--- src/design/ess_pkg.sv ---
// types, constants and helper functions for the elevator sweep scheduler
// no dependencies

package ess_pkg;

   localparam int FLOORS  = 16;
   localparam int FLOOR_W = 4;

   typedef logic [FLOORS-1:0]  floor_set_type;
   typedef logic [FLOOR_W-1:0] floor_type;

   typedef enum logic [1:0] {
      CMD_HALL  = 2'd0,
      CMD_CABIN = 2'd1,
      CMD_STEP  = 2'd2,
      CMD_NONE  = 2'd3
   } cmd_type;

   typedef enum logic [1:0] {
      ST_IDLE,
      ST_MOVE,
      ST_STATUS
   } state_type;

   typedef struct packed {
      logic load_req;
      logic do_step;
      logic show_move;
      logic advance;
   } dp_cmd_type;

   typedef struct packed {
      logic step_moves;
      logic at_target;
   } dp_status_type;

   function automatic floor_type lowest_bit(floor_set_type m);
      floor_type r;
      r = '0;
      for (int i = FLOORS - 1; i >= 0; i--) begin
         if (m[i]) begin
            r = FLOOR_W'(i);
         end
      end
      return r;
   endfunction

   function automatic floor_type highest_bit(floor_set_type m);
      floor_type r;
      r = '0;
      for (int i = 0; i < FLOORS; i++) begin
         if (m[i]) begin
            r = FLOOR_W'(i);
         end
      end
      return r;
   endfunction

endpackage

--- src/design/ess_if.sv ---
// request and result channel interfaces
// depends on ess_pkg

interface ess_req_if import ess_pkg::*; ();
   logic      valid;
   logic      ready;
   logic [1:0] cmd;
   floor_type floor;
   logic      dir;

   modport source (output valid, output cmd, output floor, output dir, input ready);
   modport sink (input valid, input cmd, input floor, input dir, output ready);
endinterface

interface ess_rsp_if import ess_pkg::*; ();
   logic      valid;
   logic      ready;
   floor_type car_floor;
   logic      car_dir;
   logic      idle;
   logic      last;

   modport source (output valid, output car_floor, output car_dir, output idle,
                   output last, input ready);
   modport sink (input valid, input car_floor, input car_dir, input idle,
                 input last, output ready);
endinterface

--- src/design/ess_ctrl.sv ---
// controller state machine: handshakes and sequencing of a step
// depends on ess_pkg

module ess_ctrl import ess_pkg::*; (
   input  logic          clock,
   input  logic          reset,
   input  logic          req_valid,
   input  logic [1:0]    req_cmd,
   output logic          req_ready,
   output logic          rsp_valid,
   input  logic          rsp_ready,
   input  dp_status_type status,
   output dp_cmd_type    dp_cmd
);

   state_type state_ff, state_in;
   logic      req_xfer, rsp_xfer, is_step, is_req;

   assign req_xfer = req_valid && req_ready;
   assign rsp_xfer = rsp_valid && rsp_ready;
   assign is_step  = req_cmd == CMD_STEP;
   assign is_req   = (req_cmd == CMD_HALL) || (req_cmd == CMD_CABIN);

   always_comb begin
      state_in = state_ff;
      case (state_ff)
         ST_IDLE: begin
            if (req_xfer && is_step) begin
               state_in = status.step_moves ? ST_MOVE : ST_STATUS;
            end
         end
         ST_MOVE: begin
            if (rsp_xfer && status.at_target) begin
               state_in = ST_IDLE;
            end
         end
         ST_STATUS: begin
            if (rsp_xfer) begin
               state_in = ST_IDLE;
            end
         end
         default: state_in = ST_IDLE;
      endcase
   end

   always_comb begin
      req_ready        = 1'b0;
      rsp_valid        = 1'b0;
      dp_cmd.load_req  = 1'b0;
      dp_cmd.do_step   = 1'b0;
      dp_cmd.show_move = 1'b0;
      dp_cmd.advance   = 1'b0;
      case (state_ff)
         ST_IDLE: begin
            req_ready       = 1'b1;
            dp_cmd.load_req = req_xfer && is_req;
            dp_cmd.do_step  = req_xfer && is_step;
         end
         ST_MOVE: begin
            rsp_valid        = 1'b1;
            dp_cmd.show_move = 1'b1;
            dp_cmd.advance   = rsp_xfer;
         end
         ST_STATUS: begin
            rsp_valid = 1'b1;
         end
         default: begin
         end
      endcase
   end

   always_ff @(posedge clock) begin
      if (reset) begin
         state_ff <= ST_IDLE;
      end else begin
         state_ff <= state_in;
      end
   end

endmodule

--- src/design/ess_datapath.sv ---
// datapath: request sets, car position, target selection and result fields
// depends on ess_pkg

module ess_datapath import ess_pkg::*; (
   input  logic          clock,
   input  logic          reset,
   input  dp_cmd_type    dp_cmd,
   input  logic [1:0]    req_cmd,
   input  floor_type     req_floor,
   input  logic          req_dir,
   output dp_status_type status,
   output floor_type     rsp_car_floor,
   output logic          rsp_car_dir,
   output logic          rsp_idle,
   output logic          rsp_last
);

   floor_set_type up_ff, up_in, down_ff, down_in;
   floor_set_type pup_ff, pup_in, pdn_ff, pdn_in;
   floor_type     floor_ff, floor_in, target_ff, target_in;
   logic          sweep_ff, sweep_in;

   floor_set_type req_bit;
   floor_type     next_floor, low_t, high_t;
   logic          eff_dir, req_in_range;

   assign req_in_range = 32'(req_floor) < FLOORS;
   assign req_bit      = floor_set_type'(1) << req_floor;
   assign eff_dir      = (req_cmd == CMD_CABIN) ? sweep_ff : req_dir;
   assign low_t        = lowest_bit(up_ff);
   assign high_t       = highest_bit(down_ff);
   assign next_floor   = sweep_ff ? floor_ff - floor_type'(1) : floor_ff + floor_type'(1);

   assign status.step_moves = sweep_ff ? ((down_ff != '0) && (high_t < floor_ff))
                                       : ((up_ff != '0) && (low_t > floor_ff));
   assign status.at_target  = next_floor == target_ff;

   assign rsp_car_floor = dp_cmd.show_move ? next_floor : floor_ff;
   assign rsp_car_dir   = sweep_ff;
   assign rsp_idle      = (up_ff | down_ff | pup_ff | pdn_ff) == '0;
   assign rsp_last      = dp_cmd.show_move ? status.at_target : 1'b1;

   always_comb begin
      up_in     = up_ff;
      down_in   = down_ff;
      pup_in    = pup_ff;
      pdn_in    = pdn_ff;
      floor_in  = floor_ff;
      target_in = target_ff;
      sweep_in  = sweep_ff;
      if (dp_cmd.load_req && req_in_range) begin
         if (!eff_dir) begin
            if (req_floor >= floor_ff) begin
               up_in = up_ff | req_bit;
            end else begin
               pup_in = pup_ff | req_bit;
            end
         end else begin
            if (req_floor <= floor_ff) begin
               down_in = down_ff | req_bit;
            end else begin
               pdn_in = pdn_ff | req_bit;
            end
         end
      end
      if (dp_cmd.do_step) begin
         if (!sweep_ff && (up_ff != '0)) begin
            target_in = low_t;
            up_in     = up_ff & ~(floor_set_type'(1) << low_t);
         end else if (sweep_ff && (down_ff != '0)) begin
            target_in = high_t;
            down_in   = down_ff & ~(floor_set_type'(1) << high_t);
         end else begin
            up_in    = up_ff | pup_ff;
            down_in  = down_ff | pdn_ff;
            pup_in   = '0;
            pdn_in   = '0;
            sweep_in = ~sweep_ff;
         end
      end
      if (dp_cmd.advance) begin
         floor_in = next_floor;
      end
   end

   always_ff @(posedge clock) begin
      if (reset) begin
         up_ff    <= '0;
         down_ff  <= '0;
         pup_ff   <= '0;
         pdn_ff   <= '0;
         floor_ff <= '0;
         sweep_ff <= 1'b0;
      end else begin
         up_ff    <= up_in;
         down_ff  <= down_in;
         pup_ff   <= pup_in;
         pdn_ff   <= pdn_in;
         floor_ff <= floor_in;
         sweep_ff <= sweep_in;
      end
      target_ff <= target_in;
   end

endmodule

--- src/design/elevator_sweep_scheduler_core.sv ---
// elevator sweep (look) scheduler top level: controller plus datapath
// depends on ess_pkg, ess_if, ess_ctrl, ess_datapath
// a request produces no result
// a step gives one result per floor passed (1 to 15), or a single status result
// when the car does not move; items are handled one at a time
// synchronous reset clears all request sets, puts the car at floor 0 sweeping up

module elevator_sweep_scheduler_core import ess_pkg::*; (
   input logic      clock,
   input logic      reset,
   ess_req_if.sink  req,
   ess_rsp_if.source rsp
);

   dp_cmd_type    dp_cmd;
   dp_status_type status;

   ess_ctrl u_ctrl (
      .clock     (clock),
      .reset     (reset),
      .req_valid (req.valid),
      .req_cmd   (req.cmd),
      .req_ready (req.ready),
      .rsp_valid (rsp.valid),
      .rsp_ready (rsp.ready),
      .status    (status),
      .dp_cmd    (dp_cmd)
   );

   ess_datapath u_datapath (
      .clock         (clock),
      .reset         (reset),
      .dp_cmd        (dp_cmd),
      .req_cmd       (req.cmd),
      .req_floor     (req.floor),
      .req_dir       (req.dir),
      .status        (status),
      .rsp_car_floor (rsp.car_floor),
      .rsp_car_dir   (rsp.car_dir),
      .rsp_idle      (rsp.idle),
      .rsp_last      (rsp.last)
   );

endmodule
--- src/flat_wrapper.sv ---
// flat-port wrapper written by rule: the top's interface ports become plain ports
module elevator_sweep_scheduler_core_flat import ess_pkg::*;
  (clock, reset, req_valid, req_cmd, req_floor, req_dir, req_ready, rsp_valid, rsp_car_floor, rsp_car_dir, rsp_idle, rsp_last, rsp_ready);
  ess_req_if req_i ();
  ess_rsp_if rsp_i ();
  input logic clock;
  input logic reset;
  input wire logic [$bits(req_i.valid)-1:0] req_valid;
  input wire logic [$bits(req_i.cmd)-1:0] req_cmd;
  input wire logic [$bits(req_i.floor)-1:0] req_floor;
  input wire logic [$bits(req_i.dir)-1:0] req_dir;
  output wire logic [$bits(req_i.ready)-1:0] req_ready;
  output wire logic [$bits(rsp_i.valid)-1:0] rsp_valid;
  output wire logic [$bits(rsp_i.car_floor)-1:0] rsp_car_floor;
  output wire logic [$bits(rsp_i.car_dir)-1:0] rsp_car_dir;
  output wire logic [$bits(rsp_i.idle)-1:0] rsp_idle;
  output wire logic [$bits(rsp_i.last)-1:0] rsp_last;
  input wire logic [$bits(rsp_i.ready)-1:0] rsp_ready;
  assign req_i.valid = req_valid;
  assign req_i.cmd = req_cmd;
  assign req_i.floor = req_floor;
  assign req_i.dir = req_dir;
  assign req_ready = req_i.ready;
  assign rsp_valid = rsp_i.valid;
  assign rsp_car_floor = rsp_i.car_floor;
  assign rsp_car_dir = rsp_i.car_dir;
  assign rsp_idle = rsp_i.idle;
  assign rsp_last = rsp_i.last;
  assign rsp_i.ready = rsp_ready;
  elevator_sweep_scheduler_core u_core (.clock(clock), .reset(reset), .req(req_i), .rsp(rsp_i));
endmodule
--- config.mk ---
export PLATFORM = sky130hd
export DESIGN_NAME = elevator_sweep_scheduler_core_flat
export DESIGN_NICKNAME = d
export VERILOG_FILES = /design/src/design/ess_pkg.sv /design/src/design/ess_if.sv /design/src/design/ess_ctrl.sv /design/src/design/ess_datapath.sv /design/src/design/elevator_sweep_scheduler_core.sv /design/src/flat_wrapper.sv
export SDC_FILE = /design/constraint.sdc
export NUM_CORES = 1
export LEC_CHECK = 0
export BUFFER_PORTS_ARGS = -buffer_cell sky130_fd_sc_hd__buf_2
export CAP_MARGIN = 10
export CELL_PAD_IN_SITES_DETAIL_PLACEMENT = 1
export CELL_PAD_IN_SITES_GLOBAL_PLACEMENT = 1
export CORE_MARGIN = 2
export CORE_UTILIZATION = 50
export DETAILED_ROUTE_END_ITERATION = 10
export GPL_TIMING_DRIVEN = 0
export MAX_ROUTING_LAYER = met4
export PLACE_DENSITY = 0.91
export SLEW_MARGIN = 25
export SYNTH_ARGS = -nofsm -noshare
export SYNTH_HDL_FRONTEND = slang
export SYNTH_SLANG_ARGS = --single-unit
--- constraint.sdc ---
create_clock -name clock -period 4.3 [get_ports clock]
set_input_delay 0.86 -clock clock [delete_from_list [all_inputs] [get_ports clock]]
set_output_delay 0.86 -clock clock [all_outputs]
set_load 0.01 [all_outputs]
## Word level (Yosys, flattened, before mapping)

Cells that the tools add are included.

| word-level totals | value |
|---|---|
| bits of input ports | 11 |
| ROM bits | 0 |
| flip-flop bits (word level) | 75 |
| bits in writable memories | 0 |
| memories kept | 0 |
| latch bits | 0 |
| output and inout port bits | 9 |

| operators by class | value |
|---|---|
| shifts and indexed selects | 3 |
| bitwise logic cells | 16 |
| multiplexer cells | 71 |
| divide/modulo/power cells | 0 |
| multiply operators | 0 |
| equality and inequality tests | 8 |
| reduce and logical (&&, ||, !) cells | 21 |
| order comparisons | 4 |
| add/subtract/negate cells | 2 |

Operators by type and width:

| operator | number |
|---|---|
| 16-bit 2-to-1 mux | 24 |
| 16-bit bitwise OR | 9 |
| 4-bit 2-to-1 mux | 34 |
| 1-bit by 4-bit << shifter with 16-bit output (first input constant) | 3 |
| 16-bit bitwise AND | 2 |
| 16-bit inverter | 2 |
| 16-bit nonzero test | 2 |
| 16-bit logical NOT | 1 |
| 2-bit 2-to-1 mux | 6 |
| 1-bit logical AND | 9 |
| 1-bit 2-to-1 mux | 6 |
| 2-bit inequality test (second input constant) | 3 |
| 2-bit one-hot mux with 3 select lines | 1 |
| 3-bit AND reduction | 2 |
| 4-bit by 1-bit adder with 4-bit output (second input constant) | 1 |
| 2-bit by 1-bit == test with 1-bit output (second input constant) | 2 |
| 2-bit == test (second input constant) | 2 |
| 4-bit == test | 1 |
| 4-bit >= comparator | 1 |
| 4-bit > comparator | 1 |
| 4-bit less-or-equal comparator | 1 |
| 2-bit logical NOT | 2 |
| 4-bit less-than comparator | 1 |
| 4-bit by 1-bit subtractor with 4-bit output (second input constant) | 1 |
| 6 further kinds | 8 |

## Longest topological paths before layout

| logic depth | value |
|---|---|
| depth in word-level cells | 22 |
| gate-level depth with buffers | 12 |
| depth with buffers taken out | 12 |

## Cells and area by module

From an unflattened synthesis, not the netlist that was laid out.

| second synthesis, totals | value |
|---|---|
| cells, all modules | 563 |
| area total of the unflattened synthesis | 4505.6 µm² |

By module, submodules not included:

| module | cells each | area an instance (µm²) | instances |
|---|---|---|---|
| ess_datapath | 542 | 4322.9 | 1 |
| ess_ctrl | 21 | 182.7 | 1 |

## Least setup slack after synthesis

No wires, ideal clock.

| timing path | value |
|---|---|
| kind | in2reg |
| start | in req_floor[1] |
| end | reg u_core.u_datapath.up_ff[0] |
| cell stages on the path | 8 |
| arrival | 2.678 ns |
| path slack | 1.495 ns |
| required time | 4.172 ns |
| setup time | 0.128 ns |
| path through | ha_1 > nor2b_1 > o211a_1 > nor4b_1 > nor2_1 > clkbuf_1 > a221oi_1 > nor2_1 |

| between the ends | value |
|---|---|
| word-level cells in the longest chain between the ends | 8 |
| elaborated cells on any way between the ends | 9 |

RTL lines:

| item | line | RTL |
|---|---|---|
| start, declared | flat_wrapper.sv:10 | `input wire logic [$bits(req_i.floor)-1:0] req_floor;` |
| parallel branches: the longest is 2 deep, another holds 4-bit >= comparator | -- |  |
| 16-bit 2-to-1 mux (*) | ess_datapath.sv:53 | `if (req_floor >= floor_ff) begin` |
| 16-bit 2-to-1 mux (*) | ess_datapath.sv:52 | `if (!eff_dir) begin` |
| 16-bit 2-to-1 mux (*) | ess_datapath.sv:51 | `if (dp_cmd.load_req && req_in_range) begin` |
| 16-bit 2-to-1 mux | ess_datapath.sv:70 | `end else if (sweep_ff && (down_ff != '0)) begin` |
| 16-bit 2-to-1 mux | ess_datapath.sv:67 | `if (!sweep_ff && (up_ff != '0)) begin` |
| 16-bit 2-to-1 mux (*) | ess_datapath.sv:66 | `if (dp_cmd.do_step) begin` |
| end signal, assigned | ess_datapath.sv:95 | `up_ff <= up_in;` |
| end, declared | ess_datapath.sv:18 | `floor_set_type up_ff, up_in, down_ff, down_in;` |

Every way passes the cells marked *.
A chain may end at the register's enable or synchronous reset.

## Worst setup path after layout

| timing path | value |
|---|---|
| start | reg u_core.u_datapath.sweep_ff (netlist: u_core.u_datapath.rsp_car_dir) |
| end | out rsp_last |

| between the ends | value |
|---|---|
| word-level cells in the longest chain between the ends | 3 |

RTL lines:

| item | line | RTL |
|---|---|---|
| start, declared | ess_datapath.sv:21 | `logic sweep_ff, sweep_in;` |
| start signal, assigned | ess_datapath.sv:100 | `sweep_ff <= sweep_in;` |
| 4-bit 2-to-1 mux | ess_datapath.sv:32 | `assign next_floor = sweep_ff ? floor_ff - floor_type'(1) : floor_ff + floor_type'(1);` |
| 4-bit == test | ess_datapath.sv:36 | `assign status.at_target = next_floor == target_ff;` |
| 1-bit 2-to-1 mux | ess_datapath.sv:41 | `assign rsp_last = dp_cmd.show_move ? status.at_target : 1'b1;` |
| end, declared | flat_wrapper.sv:17 | `output wire logic [$bits(rsp_i.last)-1:0] rsp_last;` |

No other way between the ends.

==> impl_metrics.csv <==
group,metric,value,unit
outcome,status,"finished clean",
cts,cts_sinks,75,
cts,clockBufferDepth,2,
detailed_routing,drtIter0Drc,529,
logic_synthesis,synth.area.mux_share,0.262,%
hold_path,min_from,"u_core.u_datapath.up_ff[14]$_SDFF_PP0_",
logic_synthesis,syn_nets,553,
logic_synthesis,postSynthCellCount,525,
final_layout,drive_gt1_share,11.1,%
pwr,switching_power,590,uW
pwr,ir_drop,0.182,mV
final_layout,final_cell_area,0.00470,mm^2
final_layout,syn2layout_area_growth,9.56,%
sta,tightest_slew,1140,ps
sta,fin_tns_setup,0,ps
pwr,power.leakage,0.00179,uW
grt,gr-usage-all-layers,36.3,%
sta,setup_viol,0,
setup_path,worst-r2r-cell-count,9,
pwr,power_density,354,mW/mm^2
setup_path,worstPathMaxFanout,11,
cts,hold_buffers,0,
placement,dp_hpwl,12100,um
cts,cts_max_level,3,
cts,cts_root_buffer,"clkbuf_8",
logic_synthesis,synth-async-reset-ratio,0,%
logic_synthesis,synth_commonest_cells,"89 x nor2_1, 71 x dfxtp_1, 54 x a21oi_1, 28 x nand2_1, 25 x nor3_1",
placement,placed_area,0.00452,mm^2
sta,rsz0062_at_grt,"false",
logic_synthesis,synthDominantCellAreaShare,33.1,%
setup_path,cp_slowest_cell,"dfxtp_1",
setup_path,reg2reg_to,"u_core.u_datapath.down_ff[0]$_SDFF_PP0_",
final_layout,diodes,0,
grt,overflow,0,
setup_path,crit_type,"reg -> out",
final_layout,fillers,1050,
final_layout,multiInputGateArea,0.00253,mm^2
setup_path,path_cells,"ha_1, a21o_1, a21oi_2, xnor3_1, o21a_1, inv_1, buf_2",
sta,drv_slew,0,
cts,cts_tree,"yes",
placement,gp_congestion,1.02,
cts,cts.clk_slew.worst_paths,90,ps
final_layout,finalNetCount,582,
logic_synthesis,yosys.area.top_type,"dfxtp_1",
hold_path,hold_path_class,"reg -> reg",
floorplan,start_util,52.0,%
sta,setup_ws,732,ps
logic_synthesis,synth.avg_cell_area,8.18,um^2
logic_synthesis,ys_top_cells_by_area,"dfxtp_1 33%, nor2_1 7.8%, a21oi_1 6.3%",
logic_synthesis,post_synth_fa_ha_maj_area_fraction,5.13,%
floorplan,die_w,96.7,um
sta,clock_skew,13.6,ps
setup_path,crit_required,3440,ps
grt,antenna_found_initial,0,
detailed_routing,postRouteAntennaNets,0,
pwr,p_seq_share,44.4,%
sta,hold_viol_final,0,
floorplan,die_area,0.00935,mm^2
pwr,p_int,1080,uW
setup_path,reg2reg_setup_slack,1120,ps
placement,post-place-ws,781,ps
placement,io_buffers,18,
logic_synthesis,ys_ff_latch,75,
logic_synthesis,synthSimpleGateAreaFrac,25.8,%
sta,hold_ws,520,ps
logic_synthesis,ys_warn_count,0,
grt,first_global_vias,4606,
cts,cts_buffers,9,
cts,worstSkewPairLatency,370,ps
logic_synthesis,synth_xor_area_share,2.56,%
grt,grt_pass1_wl,26000,um
logic_synthesis,synth_top_family_by_area,"simple AND/OR/NAND/NOR gates",
cts,cts-resized-gates,0,
sta,max_freq,280,MHz
detailed_routing,wirelength,16200,um
sta,fin_crit_sh,83.0,%
setup_path,start_kind,"flop",
setup_path,worst_ep_arrival_time,2710,ps
hold_path,hold_depth,2,
floorplan,coreArea,0.00826,mm^2
floorplan,chipHeight,96.7,um
logic_synthesis,ys_seq_area_share,35.9,%
detailed_routing,wl_per_cell,24.4,um
logic_synthesis,synth-main-ff-cell,"dfxtp_1",
final_layout,seq_area,0.00154,mm^2
run,max_cap_violations,0,
logic_synthesis,netlist_area,0.00429,mm^2
logic_synthesis,synth-compound-area-share,25.3,%
sta,slew_headroom,23.3,%
sta,fin_crit,3570,ps
setup_path,slowest_delay,720,ps
logic_synthesis,synth.distinct_cells,67,
setup_path,endpoint_kind,"output pin",
detailed_routing,route.detailed.drc,0,
floorplan,num_io_pins,20,
detailed_routing,m1WireLength,7090,um
detailed_routing,dr.pass1.iters,5,
setup_path,r2r-start,"u_core.u_datapath.floor_ff[1]$_SDFFE_PP0P_",
detailed_routing,wl_met2,6820,um
floorplan,row_count,33,
cts,postCtsSetupBuffers,0,
detailed_routing,top_layer,"met4",
logic_synthesis,yosysMostFrequentCell,"nor2_1",
detailed_routing,via_per_inst,6.94,
logic_synthesis,synth_edf_count,4,
pwr,power.share.combinational,22.6,%
detailed_routing,met3WireLength,1560,um
grt,grt_max_degree,16,
pwr,clockPowerShare,33.0,%
detailed_routing,vias,4610,
pwr,switching_share,35.4,%
hold_path,holdPathEnd,"u_core.u_datapath.up_ff[14]$_SDFF_PP0_",
per-stage QoR:
step                total power [uW]  utilization, %  cells
detailed placement              1110            54.7    648
CTS                             1650            57.0    664
global route                    1730            57.0    664
finish                          1670            57.0    664
floorplan                        997               -    525
global placement                1100            54.7    648
cell type report:
class                   count  area share [%]
clock inverters             6            1.09
well taps                 105            2.79
clock buffers              10            2.93
flip-flops and latches     75            32.8
repair buffers             18            1.91
multi-input cells         403            53.9
plain buffers              24            2.79
inverters                  23            1.84
cell usage in the layout, fill, tap and decap left out, types with 4 or more instances in the layout:
cell / synthesis / layout
nand3_1: 9 / 9
nand2_1: 28 / 28
nand2b_1: 7 / 7
o32ai_1: 7 / 7
a22oi_1: 8 / 8
edfxtp_1: 4 / 4
nor3_1: 25 / 25
clkbuf_1: 13 / 13
a221oi_1: 12 / 12
o21ai_0: 5 / 5
or4_1: 4 / 4
nor2b_1: 5 / 5
xor2_1: 5 / 5
and3_1: 4 / 4
nand4_1: 5 / 5
xnor2_1: 5 / 5
dfxtp_1: 71 / 71
nor2_1: 89 / 89
a21oi_1: 54 / 54
a211oi_1: 15 / 15
a311oi_1: 4 / 4
buf_4: 6 / 6
ha_1: 16 / 16
a31oi_1: 9 / 9
buf_2: 3 / 21
clkbuf_8: 0 / 10
inv_1: 23 / 23
nor4_1: 22 / 22
metal layers:
metal  track usage [%]  vias up
li1                  -     2050
met1              51.1     2232
met2              51.3      271
met3              6.29       57
met4              15.9        0
met5                 -        -
registers in the layout (all words and copies together) (netlist names):
register / cells
u_core.u_datapath.down_ff: 16
u_core.u_datapath.up_ff: 16
u_core.u_datapath.target_ff: 4
u_core.u_datapath.pdn_ff: 16
u_core.u_datapath.floor_ff: 4
u_core.u_ctrl.state_ff: 2
u_core.u_datapath.pup_ff: 16
u_core.u_datapath.rsp_car_dir: 1
power groups by stage:
| stage | Clock, uW | Sequential, uW | Combinational (uW) |
|---|---|---|---|
| 6_report | 550 | 740 | 376 |
| 5_1_grt | 580 | 743 | 406 |
| 4_1_cts | 550 | 739 | 365 |
| 3_5_place_dp | 0 | 755 | 359 |
| 3_3_place_gp | 0 | 754 | 342 |
| 2_1_floorplan | 0 | 748 | 250 |
cells by family after synthesis:
group	count (synthesis)
simple gates	221
buf+inv	47
xor+xnor	11
fa+ha+maj	17
mux	1
compound gates	153
flops	75
worst max path at each step:
stage / from / to / slack, ps / cells past startpoint
detailed placement: req_floor[1] / u_core.u_datapath.down_ff[0]$_SDFF_PP0_ / 780 / 9
finish: u_core.u_datapath.rsp_car_dir$_SDFFE_PP0P_ / rsp_last / 730 / 7
floorplan: req_floor[1] / u_core.u_datapath.up_ff[0]$_SDFF_PP0_ / 1490 / 8
global placement: req_floor[1] / u_core.u_datapath.down_ff[0]$_SDFF_PP0_ / 890 / 9
global route: u_core.u_datapath.rsp_car_dir$_SDFFE_PP0P_ / rsp_last / 640 / 7
CTS: u_core.u_datapath.rsp_car_dir$_SDFFE_PP0P_ / rsp_last / 770 / 7
critical path, delay by kind of cell (launching register included):
kind	cells	cell delay (ps)
flip-flops	1	720
buffers and inverters	2	230
AO/OA/AOI/OAI	3	700
XOR/XNOR	1	350
adder cells (fa/ha/maj)	1	340
Power figures use the tool's default switching activity.
